===== src/hdl/vn_pkg.sv =====
// Shared widths and constants for the vector normalize pipeline.
package vn_pkg;
    localparam int COMP_W     = 32;             // Q16.16 component width
    localparam int SQ_W       = 2 * COMP_W;     // exact square / sum width
    localparam int ROOT_W     = SQ_W / 2;       // floor square root width
    localparam int UNIT_SHIFT = 30;             // 2^30 stands for one
    localparam int QUO_W      = UNIT_SHIFT + 1; // quotient never exceeds 2^30
    localparam int REM_W      = ROOT_W + 2;     // root remainder stays below 2*root+1
endpackage


===== src/hdl/vn_div.sv =====
// Pipelined restoring divider for (mag * 2^30) / divisor, one quotient bit per stage.
module vn_div
    import vn_pkg::*;
#(
    parameter int SIDE_W = 1
)
(
    input  logic              clk,
    input  logic              rst_n,
    input  logic              en,
    input  logic              in_valid,
    input  logic [COMP_W-1:0] in_mag,
    input  logic [ROOT_W-1:0] in_divisor,
    input  logic [SIDE_W-1:0] in_side,
    output logic              out_valid,
    output logic [QUO_W-1:0]  out_quot,
    output logic [SIDE_W-1:0] out_side
);
    localparam int STEPS = QUO_W;

    logic              v_s    [STEPS+1];
    logic [ROOT_W-1:0] rem_s  [STEPS+1];
    logic [QUO_W-1:0]  low_s  [STEPS+1];
    logic [QUO_W-1:0]  quot_s [STEPS+1];
    logic [ROOT_W-1:0] div_s  [STEPS+1];
    logic [SIDE_W-1:0] side_s [STEPS+1];

    // Upper dividend bits start as the remainder; they are known to sit below the divisor.
    assign v_s[0]    = in_valid;
    assign rem_s[0]  = ROOT_W'(in_mag[COMP_W-1:1]);
    assign low_s[0]  = {in_mag[0], {(QUO_W-1){1'b0}}};
    assign quot_s[0] = '0;
    assign div_s[0]  = in_divisor;
    assign side_s[0] = in_side;

    for (genvar i = 0; i < STEPS; i++)
    begin : g_step
        logic [ROOT_W:0]   trial;
        logic              take;
        logic [ROOT_W-1:0] rem_next;
        logic              v_reg;
        logic [ROOT_W-1:0] rem_reg;
        logic [QUO_W-1:0]  low_reg;
        logic [QUO_W-1:0]  quot_reg;
        logic [ROOT_W-1:0] div_reg;
        logic [SIDE_W-1:0] side_reg;

        always_comb
        begin
            trial    = {rem_s[i], low_s[i][QUO_W-1]};
            take     = (trial >= {1'b0, div_s[i]});
            rem_next = take ? ROOT_W'(trial - {1'b0, div_s[i]}) : ROOT_W'(trial);
        end

        always_ff @(posedge clk or negedge rst_n)
        begin
            if (!rst_n)
                v_reg <= 1'b0;
            else if (en)
                v_reg <= v_s[i];
        end

        always_ff @(posedge clk)
        begin
            if (en)
            begin
                rem_reg  <= rem_next;
                low_reg  <= {low_s[i][QUO_W-2:0], 1'b0};
                quot_reg <= {quot_s[i][QUO_W-2:0], take};
                div_reg  <= div_s[i];
                side_reg <= side_s[i];
            end
        end

        assign v_s[i+1]    = v_reg;
        assign rem_s[i+1]  = rem_reg;
        assign low_s[i+1]  = low_reg;
        assign quot_s[i+1] = quot_reg;
        assign div_s[i+1]  = div_reg;
        assign side_s[i+1] = side_reg;
    end

    assign out_valid = v_s[STEPS];
    assign out_quot  = quot_s[STEPS];
    assign out_side  = side_s[STEPS];
endmodule


===== config.mk =====
export PLATFORM = sky130hd
export DESIGN_NAME = vn_div
export DESIGN_NICKNAME = d
export VERILOG_FILES = /design/src/hdl/vn_pkg.sv /design/src/hdl/vn_div.sv
export SDC_FILE = /design/constraint.sdc
export NUM_CORES = 2
export LEC_CHECK = 0
export BUFFER_PORTS_ARGS = -buffer_cell sky130_fd_sc_hd__buf_2
export CAP_MARGIN = 15
export CORE_MARGIN = 2
export CORE_UTILIZATION = 35
export CTS_CLUSTER_DIAMETER = 100
export CTS_CLUSTER_SIZE = 25
export DETAILED_ROUTE_END_ITERATION = 10
export PLACE_DENSITY_LB_ADDON = 0.3
export SLEW_MARGIN = 30
export SYNTH_ARGS = -nofsm -noshare
export SYNTH_HDL_FRONTEND = slang
export SYNTH_SLANG_ARGS = --single-unit

===== constraint.sdc =====
create_clock -name clk -period 12.2 [get_ports clk]
set_clock_uncertainty 0.05 [all_clocks]
set_input_delay 2.44 -clock clk [delete_from_list [all_inputs] [get_ports clk]]
set_output_delay 2.44 -clock clk [all_outputs]
set_load 0.02 [all_outputs]

==> After elaboration in Yosys (flattened, before gate mapping) <==
Index checks and enable logic that the tools add are counted.
{ "totals": {"ff_bits": 2478, "wordCells": 273, "inputBits": 69, "out_inout_bits": 33} }
{ "classes": {"magnitude_cmp": 31, "n_addsub": 30, "mux": 30} }
{ "ops": {"columns": ["cell", "n"], "rows": [
  ["greater-or-equal comparator 33 x 32 -> 1 bit", 30],
  ["two-way mux 32 bit", 30],
  ["subtractor 32 bit", 30],
  ["greater-or-equal comparator 32 bit", 1]
]} }

==> Depth between registers and ports, before layout <==
{ "logic_depth": {"ltp_word": 2, "ltp_mapped": 17, "depth_no_buf": 15} }

==> Worst setup path before layout <==
Ideal clock, no wire load.
{ "synth_timing": {"path_type": "input to register", "from": "input port in_divisor[7]", "to": "register g_step[0].rem_reg[0], data pin", "t_arrival_ns": 5.217, "stages": 12, "n_path_buf": 2, "setup_time_ns": 0.267, "setup_slack_ns": 6.666, "required_ns": 11.883, "path_cell_list": "inv_1 -> ha_1 -> clkbuf_1 -> a2111o_1 -> o211a_1 -> o41ai_1 -> o21ai_1 -> a31oi_1 -> o21ai_0 -> a221oi_2 -> clkbuf_1 -> o21ai_0"} }
{ "synth_between": {"elab_chain_cells": 2} }
{ "synth_lines": {"columns": ["element", "line_no", "text"], "rows": [
  ["from (decl)", "vn_div.sv:13", "input logic [ROOT_W-1:0] in_divisor,"],
  ["greater-or-equal comparator 32 bit", "vn_div.sv:51", "take = (trial >= {1'b0, div_s[i]});"],
  ["two-way mux 32 bit", "vn_div.sv:52", "rem_next = take ? ROOT_W'(trial - {1'b0, div_s[i]}) : ROOT_W'(trial);"],
  ["via g_step[0].rem_next[0]", "vn_div.sv:40", "logic [ROOT_W-1:0] rem_next;"],
  ["to (signal assigned)", "vn_div.sv:67", "rem_reg <= rem_next;"],
  ["to (decl)", "vn_div.sv:42", "logic [ROOT_W-1:0] rem_reg;"]
]} }
The timed path passes the listed nets, and every way through them passes these cells.
A chain may end at the register's enable or synchronous reset.

==> Worst setup path after layout <==
{ "layout_timing": {"from": "input port in_mag[0]", "to": "register g_step[0].rem_reg[8], data pin"} }
{ "layout_between": {"elab_chain_cells": 2, "elab_cells_between_ends": 3, "cone_classes": "1 x add/sub; 1 x order compare; 1 x mux"} }
{ "layout_lines": {"columns": ["element", "line_no", "text"], "rows": [
  ["from (decl)", "vn_div.sv:12", "input logic [COMP_W-1:0] in_mag,"],
  ["subtractor 32 bit / greater-or-equal comparator 32 bit (equally long branches)", "vn_div.sv:52, vn_div.sv:51", null],
  ["two-way mux 32 bit *", "vn_div.sv:52", null],
  ["via g_step[0].rem_next[8]", "vn_div.sv:40", null]
]} }
The timed path passes the listed nets; every way through them passes the cells marked *.

==> results.cfg <==
[setup_path]
cp_slowest_cell = o41ai_1
rrSetupSlack_ps = 7100
crit_required_ps = 12770
rr_startpoint = g_step[14].rem_reg[2]
cp-start-kind = primary input
cp.arrival_ps = 6520
slowest_delay_ps = 600
r2r_end = g_step[15].rem_reg[8]
crit_chain = buf_2 > inv_1 > ha_1 > fa_1 > nor2b_1 > o211ai_1 > a21boi_0 > o211a_1 > o41ai_1 > o21ai_1 > a31oi_1 > o21ai_0 > a221oi_4 > buf_4 > o21ai_0
critPathKind = in2reg
path_depth = 15
crit_family = compound AO/OA/AOI/OAI gates
critPathCaptureType = flip-flop
cp-startpoint = in_mag[0]
crit_top_cell = o21ai_0
cp_max_fo = 50
reg2regPathDepth = 13
crit_end = g_step[0].rem_reg[8]
critPathBufInv = 3

[grt]
grt_max_degree = 188
grt_usage_pct = 14.6
grt-ovfl-total = 0
antenna_found_initial = 2
grt_pass1_wl_um = 461000
first_global_vias = 82900

[yosys]
synthArstFlopShare_pct = 1.25
syn_area_um2 = 135000
syn_avg_cell_area_um2 = 11.5
synth-seq-area-share_pct = 55.0
ys_types = 101
synth_common_cells = edfxtp_1 (2447), inv_1 (1216), ha_1 (991), a21oi_1 (964), o21ai_0 (859)
synth_top_cell_by_area = edfxtp_1
yosysWarnings = 0
syn_inst = 11700
yosys.cell_count.top_type = edfxtp_1
synth-edff-count = 2447
synth.top_cell.area_share_pct = 54.4
ys_ff_latch = 2478
synth_area_leaders = edfxtp_1 (54%), ha_1 (9.2%), a21oi_1 (3.6%)
synthesis.nets = 12800
synthFlopType = edfxtp_1

[layout]
design_area_um2 = 146000
final_layout_size_suffix_gt1_share_pct = 6.28
syn2layout_area_growth_pct = 8.13
nets = 12900
final_core_utilization_pct = 37.9

[timing]
worst_pin_slew_ps = 1060
finalCritPeriodShare_pct = 48.7
max_freq_ghz = 0.168
rsz0062_at_grt = false
hold_viol_final = 0
relSlewSlack_pct = 28.8
setup-violations-final = 0
hold_ws_ps = 354
fin_setup_tns_ps = 0
drv_slew = 0
finalCriticalPeriod_ps = 5940

[drt]
vias_per_cell = 5.05
wire_per_inst_um = 17.3
drc = 0
routed-via-count = 85300
detail-route-antenna-nets = 0
drt_iter0_drc = 5978
first_pass_iters = 5
wirelength_um = 292000

[placed_design]
gp_congestion = 0.873
hpwl_um = 219000
placed_area_um2 = 141000
io_buffers = 101

[clock_tree]
post_cts_resized = 0
postCtsHoldBufs = 0
cts_tree = done
clk_pin_slew_ps = 90
cts_root_buf = clkbuf_16
clk_latency_ps = 880
post_cts_buffers = 0
cts.sinks = 2478
h-tree-depth = 4
cts_made_buffers = 137
cts_buffer_depth = 4

[min_path]
worst_hold_path_type = reg2reg
min_from = g_step[8].quot_reg[2]

[job]
maxCapViolCount = 0

[floorplanning]
die_height_um = 625
num_io_pins = 102
die_x_um = 625
initial_core_util_pct = 35.1
coreArea_um2 = 385000
dieArea_um2 = 391000
rows = 228

[power]
peakVddDrop_mv = 0.150
p_per_area_nw_per_um2 = 253
fin_total_pwr_w = 0.0370
power.leakage_nw = 58.5

[run_status]
status = finished clean
per-layer routing:
layer / global-route usage [%] / vias to the layer above / routed length (um)
met5: 0 / - / 0
li1: - / 42900 / -
met4: 4.30 / 0 / 8540
met2: 26.5 / 1339 / 147000
met3: 1.44 / 378 / 9350
met1: 18.4 / 40700 / 127000
power by group:
group | total [W] | switching [W] | leakage [nW] | internal (W)
Sequential | 0.0140 | 0.00135 | 24.3 | 0.0126
Combinational | 0.0178 | 0.0100 | 32.1 | 0.00775
Clock | 0.00523 | 0.00292 | 2.09 | 0.00231
how the worst min path moves through the flow:
stage	to	cells past startpoint
finish	g_step[9].quot_reg[3]	0
global route	g_step[7].quot_reg[2]	0
CTS	g_step[9].quot_reg[3]	0
detailed placement	g_step[11].quot_reg[7]	0
global placement	g_step[27].quot_reg[25]	0
floorplan	g_step[10].quot_reg[10]	0
metrics by stage:
stage               instances  worst slack, ps
floorplan               11700             6670
global placement        16700             5340
detailed placement      16700             5350
CTS                     16900             6300
global route            16900             5820
finish                  16900             6260
final cells by class:
cell class / count / area [um^2]
fillers: 37300 / 239000
clock inverters: 52 / 754
diodes: 5 / 12.5
flip-flops and latches: 2478 / 74300
well taps: 5060 / 6330
clock buffers: 155 / 3570
multi-input cells: 7781 / 55300
repair buffers: 156 / 1170
inverters: 1217 / 4570
cells in the final DEF (no fill, tap or decap), types with 279 or more instances in the layout:
cell type and count:
a21oi_1 962, inv_1 1216, mux2_2 279, nor2_1 615
xor2_1 344, nand2_1 834, edfxtp_1 2447, o21ai_0 859
ha_1 991, xnor2_1 451, a21o_1 493
cells by family (layout without fill, tap and decap cells):
kind of cell,after synthesis,after routing,synth area share (%)
multiplexers,322,322,2.76
flip-flops,2478,2478,55.0
AO/OA/AOI/OAI,3182,3182,14.7
buffers and inverters,1478,1580,4.19
adder cells (fa/ha/maj),1021,1021,9.63
XOR/XNOR,795,795,5.16
other,0,5,0
AND/OR/NAND/NOR,2461,2461,8.59
(Power assumes the default switching activity.)
