--- src/hdl/vn_pkg.sv ---
// Shared widths and constants for the vector normalize pipeline.
package vn_pkg;
    localparam int COMP_W     = 32;             // Q16.16 component width
    localparam int SQ_W       = 2 * COMP_W;     // exact square / sum width
    localparam int ROOT_W     = SQ_W / 2;       // floor square root width
    localparam int UNIT_SHIFT = 30;             // 2^30 stands for one
    localparam int QUO_W      = UNIT_SHIFT + 1; // quotient never exceeds 2^30
    localparam int REM_W      = ROOT_W + 2;     // root remainder stays below 2*root+1
endpackage

--- src/hdl/vn_sqrt.sv ---
// Pipelined floor square root, one result bit per stage, with a sideband.
module vn_sqrt
    import vn_pkg::*;
#(
    parameter int SIDE_W = 1
)
(
    input  logic              clk,
    input  logic              rst_n,
    input  logic              en,
    input  logic              in_valid,
    input  logic [SQ_W-1:0]   in_radicand,
    input  logic [SIDE_W-1:0] in_side,
    output logic              out_valid,
    output logic [ROOT_W-1:0] out_root,
    output logic [SIDE_W-1:0] out_side
);
    localparam int STEPS = ROOT_W;

    logic              v_s    [STEPS+1];
    logic [REM_W-1:0]  rem_s  [STEPS+1];
    logic [ROOT_W-1:0] root_s [STEPS+1];
    logic [SQ_W-1:0]   rad_s  [STEPS+1];
    logic [SIDE_W-1:0] side_s [STEPS+1];

    assign v_s[0]    = in_valid;
    assign rem_s[0]  = '0;
    assign root_s[0] = '0;
    assign rad_s[0]  = in_radicand;
    assign side_s[0] = in_side;

    for (genvar i = 0; i < STEPS; i++)
    begin : g_step
        logic [REM_W+1:0]  trial;
        logic [REM_W+1:0]  subtrahend;
        logic              take;
        logic [REM_W-1:0]  rem_next;
        logic [ROOT_W-1:0] root_next;
        logic              v_reg;
        logic [REM_W-1:0]  rem_reg;
        logic [ROOT_W-1:0] root_reg;
        logic [SQ_W-1:0]   rad_reg;
        logic [SIDE_W-1:0] side_reg;

        always_comb
        begin
            trial      = {rem_s[i], rad_s[i][SQ_W-1 -: 2]};
            subtrahend = {2'b00, root_s[i], 2'b01};
            take       = (trial >= subtrahend);
            rem_next   = take ? REM_W'(trial - subtrahend) : REM_W'(trial);
            root_next  = {root_s[i][ROOT_W-2:0], take};
        end

        always_ff @(posedge clk or negedge rst_n)
        begin
            if (!rst_n)
                v_reg <= 1'b0;
            else if (en)
                v_reg <= v_s[i];
        end

        always_ff @(posedge clk)
        begin
            if (en)
            begin
                rem_reg  <= rem_next;
                root_reg <= root_next;
                rad_reg  <= {rad_s[i][SQ_W-3:0], 2'b00};
                side_reg <= side_s[i];
            end
        end

        assign v_s[i+1]    = v_reg;
        assign rem_s[i+1]  = rem_reg;
        assign root_s[i+1] = root_reg;
        assign rad_s[i+1]  = rad_reg;
        assign side_s[i+1] = side_reg;
    end

    assign out_valid = v_s[STEPS];
    assign out_root  = root_s[STEPS];
    assign out_side  = side_s[STEPS];
endmodule

--- config.mk ---
export PLATFORM = sky130hd
export DESIGN_NAME = vn_sqrt
export DESIGN_NICKNAME = d
export VERILOG_FILES = /design/src/hdl/vn_pkg.sv /design/src/hdl/vn_sqrt.sv
export SDC_FILE = /design/constraint.sdc
export NUM_CORES = 2
export LEC_CHECK = 0
export BUFFER_PORTS_ARGS = -buffer_cell sky130_fd_sc_hd__buf_2
export CAP_MARGIN = 10
export CORE_ASPECT_RATIO = 1.5
export CORE_MARGIN = 3
export CORE_UTILIZATION = 35
export DETAILED_ROUTE_END_ITERATION = 8
export PLACE_DENSITY = 0.6
export REMOVE_ABC_BUFFERS = 1
export SLEW_MARGIN = 5
export SYNTH_ARGS = -nofsm -noshare
export SYNTH_HDL_FRONTEND = slang
export SYNTH_SLANG_ARGS = --single-unit
--- constraint.sdc ---
create_clock -name clk -period 4.66 [get_ports clk]
set_input_delay 0.699 -clock clk [delete_from_list [all_inputs] [get_ports clk]]
set_output_delay 0.699 -clock clk [all_outputs]
set_load 0.01 [all_outputs]
Word-level counts from Yosys, hierarchy flattened. Index checks and enable logic that the tools add are counted.

Input port bits: 69. Bits in registers: 2607. Word-level logic and storage cells: 253. Output and inout port bits: 34.

Mux-type cells: 31. Magnitude comparators: 32. Add/subtract/negate cells: 31.

Operators by type and width (count): 34-bit 2-to-1 mux (30); 36-bit by 10-bit greater-or-equal comparator with 1-bit output (1); 36-bit by 11-bit greater-or-equal comparator with 1-bit output (1); 36-bit by 12-bit greater-or-equal comparator with 1-bit output (1); 36-bit by 13-bit greater-or-equal comparator with 1-bit output (1); 36-bit by 14-bit greater-or-equal comparator with 1-bit output (1); 36-bit by 15-bit greater-or-equal comparator with 1-bit output (1); 36-bit by 16-bit greater-or-equal comparator with 1-bit output (1); 36-bit by 17-bit greater-or-equal comparator with 1-bit output (1); 36-bit by 18-bit greater-or-equal comparator with 1-bit output (1); 36-bit by 19-bit greater-or-equal comparator with 1-bit output (1); 36-bit by 20-bit greater-or-equal comparator with 1-bit output (1); 36-bit by 21-bit greater-or-equal comparator with 1-bit output (1); 36-bit by 22-bit greater-or-equal comparator with 1-bit output (1); 36-bit by 23-bit greater-or-equal comparator with 1-bit output (1); 36-bit by 24-bit greater-or-equal comparator with 1-bit output (1); 36-bit by 25-bit greater-or-equal comparator with 1-bit output (1); 36-bit by 26-bit greater-or-equal comparator with 1-bit output (1); 36-bit by 27-bit greater-or-equal comparator with 1-bit output (1); 36-bit by 28-bit greater-or-equal comparator with 1-bit output (1); 36-bit by 29-bit greater-or-equal comparator with 1-bit output (1); 36-bit by 3-bit greater-or-equal comparator with 1-bit output (1); 36-bit by 30-bit greater-or-equal comparator with 1-bit output (1); 36-bit by 31-bit greater-or-equal comparator with 1-bit output (1); 41 further kinds (41).

Longest topological paths before layout.
Depth in word-level cells: 2. Gate-level depth with buffers: 14.

Worst setup path before layout. OpenSTA, ideal clock, no wires.

Path kind: register to register. Start: register g_step[6].rem_reg[7]. End: register g_step[7].rem_reg[28] (data pin). Slack: 1.085 ns. Library setup time: 0.262 ns. Required time: 4.398 ns. Arrival time: 3.312 ns. Path buffers: 3. Clock period less this slack: 3.575 ns. Cell stages (with the launch flop): 13. Path through: edfxtp_1 or3_1 buf_2 or4b_1 buf_2 or3_4 or2_1 buf_2 nor4_2 or3_4 or4b_4 nor3_2 xor2_1.

Word-level cells in the longest chain between the ends: 2. Elaborated cells between the ends (all ways): 3. Classes of those cells: 1 x add/sub; 1 x order compare; 1 x mux.

RTL lines: start: declaration (RTL line vn_sqrt.sv:40) `logic [REM_W-1:0] rem_reg;`; start signal: assignment (RTL line vn_sqrt.sv:66) `rem_reg <= rem_next;`; 34-bit by 9-bit subtractor with 34-bit output / 36-bit by 9-bit greater-or-equal comparator with 1-bit output (equally long branches) (RTL line vn_sqrt.sv:50, vn_sqrt.sv:49); 34-bit 2-to-1 mux (*) (RTL line vn_sqrt.sv:50) `rem_next = take ? REM_W'(trial - subtrahend) : REM_W'(trial);`; named net g_step[7].rem_next[28] (RTL line vn_sqrt.sv:37) `logic [REM_W-1:0] rem_next;`; end signal: assignment (RTL line vn_sqrt.sv:66); end: declaration (RTL line vn_sqrt.sv:40).

Mark *: on every way through the listed nets, which the timed path passes. The rest lies on a longest branch. A chain may end at the register's enable or synchronous reset.

Worst setup path in the final report.
Start: register g_step[16].rem_reg[0]. End: register g_step[17].rem_reg[25] (data pin).

Word-level cells in the longest chain between the ends: 2. Elaborated cells between the ends (all ways): 3. Classes of those cells: 1 x add/sub; 1 x order compare; 1 x mux.

RTL lines (RTL line): start: declaration (vn_sqrt.sv:40); start signal: assignment (vn_sqrt.sv:66); 34-bit by 19-bit subtractor with 34-bit output / 36-bit by 19-bit greater-or-equal comparator with 1-bit output (equally long branches) (vn_sqrt.sv:50, vn_sqrt.sv:49); 34-bit 2-to-1 mux (*) (vn_sqrt.sv:50); named net g_step[17].rem_next[25] (vn_sqrt.sv:37); end signal: assignment (vn_sqrt.sv:66); end: declaration (vn_sqrt.sv:40).

Marks and branches as above.

==> impl_metrics.csv <==
group,metric,value,unit
outcome,outcome,"complete, no violations",
routing,wl,264,mm
die,initial_core_util,35.3,%
cells_and_area,largest_reg_flops,1003,
place,placed_cells,13800,
global_routing,grt_pass1_wl,410,mm
critical_path,ff2ff_path_depth,11,
logic_synthesis,yosysSeqAreaShare,64.6,%
clock_network,clock-root-buffer,"clkbuf_16",
global_routing,overflow,0,
clock_network,cts_buffers,276,
place,placed_cell_area,127000,sq um
critical_path,start_kind,"flop",
critical_path,crit_path_end_kind,"flop",
timing,fin_crit_sh,88.6,%
critical_path,cp.arrival,4740,ps
die,ios,103,
logic_synthesis,synth.distinct_cells,88,
worst_hold_path,hold_path_end,"g_step[0].rad_reg[6]$_DFFE_PP_",
logic_synthesis,synth_area_per_cell,12.9,sq um
clock_network,clock-sinks,2587,
die,design.core.area,340000,sq um
routing,drc,0,
logic_synthesis,syn_inst,9277,
cells_and_area,layout-drive-gt1-share,8.61,%
logic_synthesis,syn_area,120000,sq um
worst_hold_path,holdPathStages,1,
logic_synthesis,synthTopCellsByArea,"edfxtp_1, ha_1, xnor2_1, xor2_1, a21oi_1",
critical_path,r2r_start,"g_step[16].rem_reg[0]$_DFFE_PP_",
global_routing,grt_max_degree,122,
clock_network,insertion_delay,860,ps
critical_path,reg2reg_slack,530,ps
clock_network,clkTransAtPathRegs,60,ps
global_routing,grt_pass1_vias,75900,
routing,vias,72600,
logic_synthesis,yosysWarnings,0,
cells_and_area,finalInstanceArea,137000,sq um
logic_synthesis,synth.top_cell.area_share,64.0,%
timing,maxSlewViolCount,0,
logic_synthesis,synth_seq_cells,2587,
cells_and_area,stdcell_count,14400,
routing,ant_nets,0,
timing,relSlewSlack,23.1,%
cells_and_area,area_delta_synth_final,14.0,%
critical_path,critPathKind,"reg2reg",
place,place_congestion,1.03,
die,dieArea,350000,sq um
timing,period_minus_slack,4130,ps
clock_network,tritoncts,"done",
critical_path,cp.required,5270,ps
logic_synthesis,synth_area_leader_cell,"edfxtp_1",
logic_synthesis,synth_flop_cell,"edfxtp_1",
clock_network,clock_path_buffers,4,
pwr,power.total,66500,uW
routing,dr.pass1.iters,8,
die,num_rows,262,
timing,final-hold-violation-count,0,
routing,drt-vias-per-instance,5.04,
timing,tightestPinTransition,1140,ps
timing,finalWorstSetupSlack,531,ps
logic_synthesis,async_flop_share,1.24,%
pwr,leakage,0.0516,uW
routing,drtIter0Drc,3797,
timing,rsz0062_at_grt,"no",
clock_network,holdBufCountCts,62,
global_routing,grt_usage,14.7,%
clock_network,cts_setup_buffers,0,
die,die_y,723,um
timing,clock_skew,58.7,ps
logic_synthesis,synth-edff-count,2555,
critical_path,cp_max_fo,16,
job,maxCapViolations,0,
place,port-buffer-count,102,
place,hpwl,193,mm
routing,wl_per_cell,18.3,um
global_routing,grt_antenna_before_repair,5,
cells_and_area,nets,10300,
worst_hold_path,min_from,"in_radicand[4]",
timing,finalSetupViolations,0,
die,die_width,484,um
place,dp_slack,495,ps
pwr,power_density,486,nW/um^2
critical_path,r2r-end,"g_step[17].rem_reg[25]$_DFFE_PP_",
clock_network,ctsResizeCount,0,
worst_hold_path,hold_path.class,"in2reg",
clock_network,htree_levels,5,
timing,fmax,0.242,GHz
pwr,ir_drop,334,uV
[power by group]
group	switching, uW	internal [uW]	total [uW]
sequential	1840	29400	31200
combinational	7900	5600	13500
clock	9120	12600	21700
total	18900	47600	66500
[final cells by class]
class                           count  area, sq um
Fill cell                       31500       204000
Multi-Input combinational cell   5774        39100
Antenna cell                       13         32.5
Sequential cell                  2587        77500
Timing Repair Buffer              337         2860
Clock inverter                    152         1560
Clock buffer                      332         7300
Inverter                          723         2710
Tap cell                         4488         5620
[synth_stat cells, types with 51 or more instances]
master,count
mux2_2,88
xnor2_1,433
o21a_1,114
xor2_1,401
o21ai_0,505
nor2b_1,82
nand2_1,645
nor2_1,525
nor3_1,231
nand3_1,166
inv_1,721
and3_1,58
or3_1,90
nand4_1,98
nand2b_1,106
nor4_1,131
a21o_1,246
edfxtp_1,2555
clkbuf_1,171
or4_1,65
a21oi_1,569
ha_1,562
o31ai_1,64
a211oi_1,51
[how the worst max path moves through the flow]
stage / startpoint / endpoint / cells after the start
2_1_floorplan: g_step[29].rem_reg[0]$_DFFE_PP_ / g_step[30].rem_reg[33]$_DFFE_PP_ / 10
3_3_place_gp: g_step[6].rem_reg[22]$_DFFE_PP_ / g_step[7].rem_reg[25]$_DFFE_PP_ / 8
4_1_cts: g_step[16].rem_reg[14]$_DFFE_PP_ / g_step[17].rem_reg[25]$_DFFE_PP_ / 11
5_1_grt: g_step[16].rem_reg[14]$_DFFE_PP_ / g_step[17].rem_reg[25]$_DFFE_PP_ / 11
6_report: g_step[16].rem_reg[0]$_DFFE_PP_ / g_step[17].rem_reg[25]$_DFFE_PP_ / 11
3_5_place_dp: g_step[16].rem_reg[14]$_DFFE_PP_ / g_step[17].rem_reg[25]$_DFFE_PP_ / 11
[kinds of logic after synthesis]
family	Yosys count	share of synthesized area [%]
fa+ha+maj	562	5.86
simple gates	2390	9.91
compound gates	1890	9.74
mux	97	0.901
other cells	1	0.00313
flops	2587	64.6
xor+xnor	834	6.09
buf+inv	916	2.88
[through the flow]
step | hold WS [ps] | setup TNS (ps) | util, %
finish | 89.8 | 0 | 40.2
global route | 22.6 | 0 | 40.2
CTS | 2.12 | 0 | 40.2
detailed placement | 405 | 0 | 37.4
global placement | 400 | 0 | 37.4
floorplan | 400 | -3940 | -
[layout by cell type, fill, tap and decap left out, types with 58 or more instances in the layout]
cell / count
nor3_1: 231
xnor2_1: 433
nand2_1: 643
nand2b_1: 106
nand3_1: 166
a21o_1: 246
or3_1: 90
xor2_1: 401
o31ai_1: 64
nand4_1: 98
clkbuf_16: 283
nor4_1: 131
o21a_1: 114
mux2_2: 88
buf_4: 140
nor2_1: 525
a21oi_1: 566
buf_2: 101
edfxtp_1: 2555
ha_1: 562
or4_1: 65
dlygate4sd3_1: 62
o21ai_0: 504
nor2b_1: 81
inv_1: 721
and3_1: 58
[critical path, cell delays in order, from the launching register on]
cell and delay, ps:
edfxtp_1 400, ha_1 380, nor2b_1 210, o31ai_1 130
a21oi_1 270, o21ai_0 380, o21ai_0 530, nor2_1 120
inv_1 440, nand2_1 230, or4b_2 660, xnor2_1 150
[metal layers]
layer	vias up	share of wire (%)	GRT usage (%)	wire length [um]
li1	35200	-	-	-
met1	35100	33	13.2	87200
met2	1504	56	29.6	148000
met3	729	3.4	2.13	8880
met4	0	7.4	10.0	19500
met5	-	0	0	0
(Power assumes the default switching activity.)
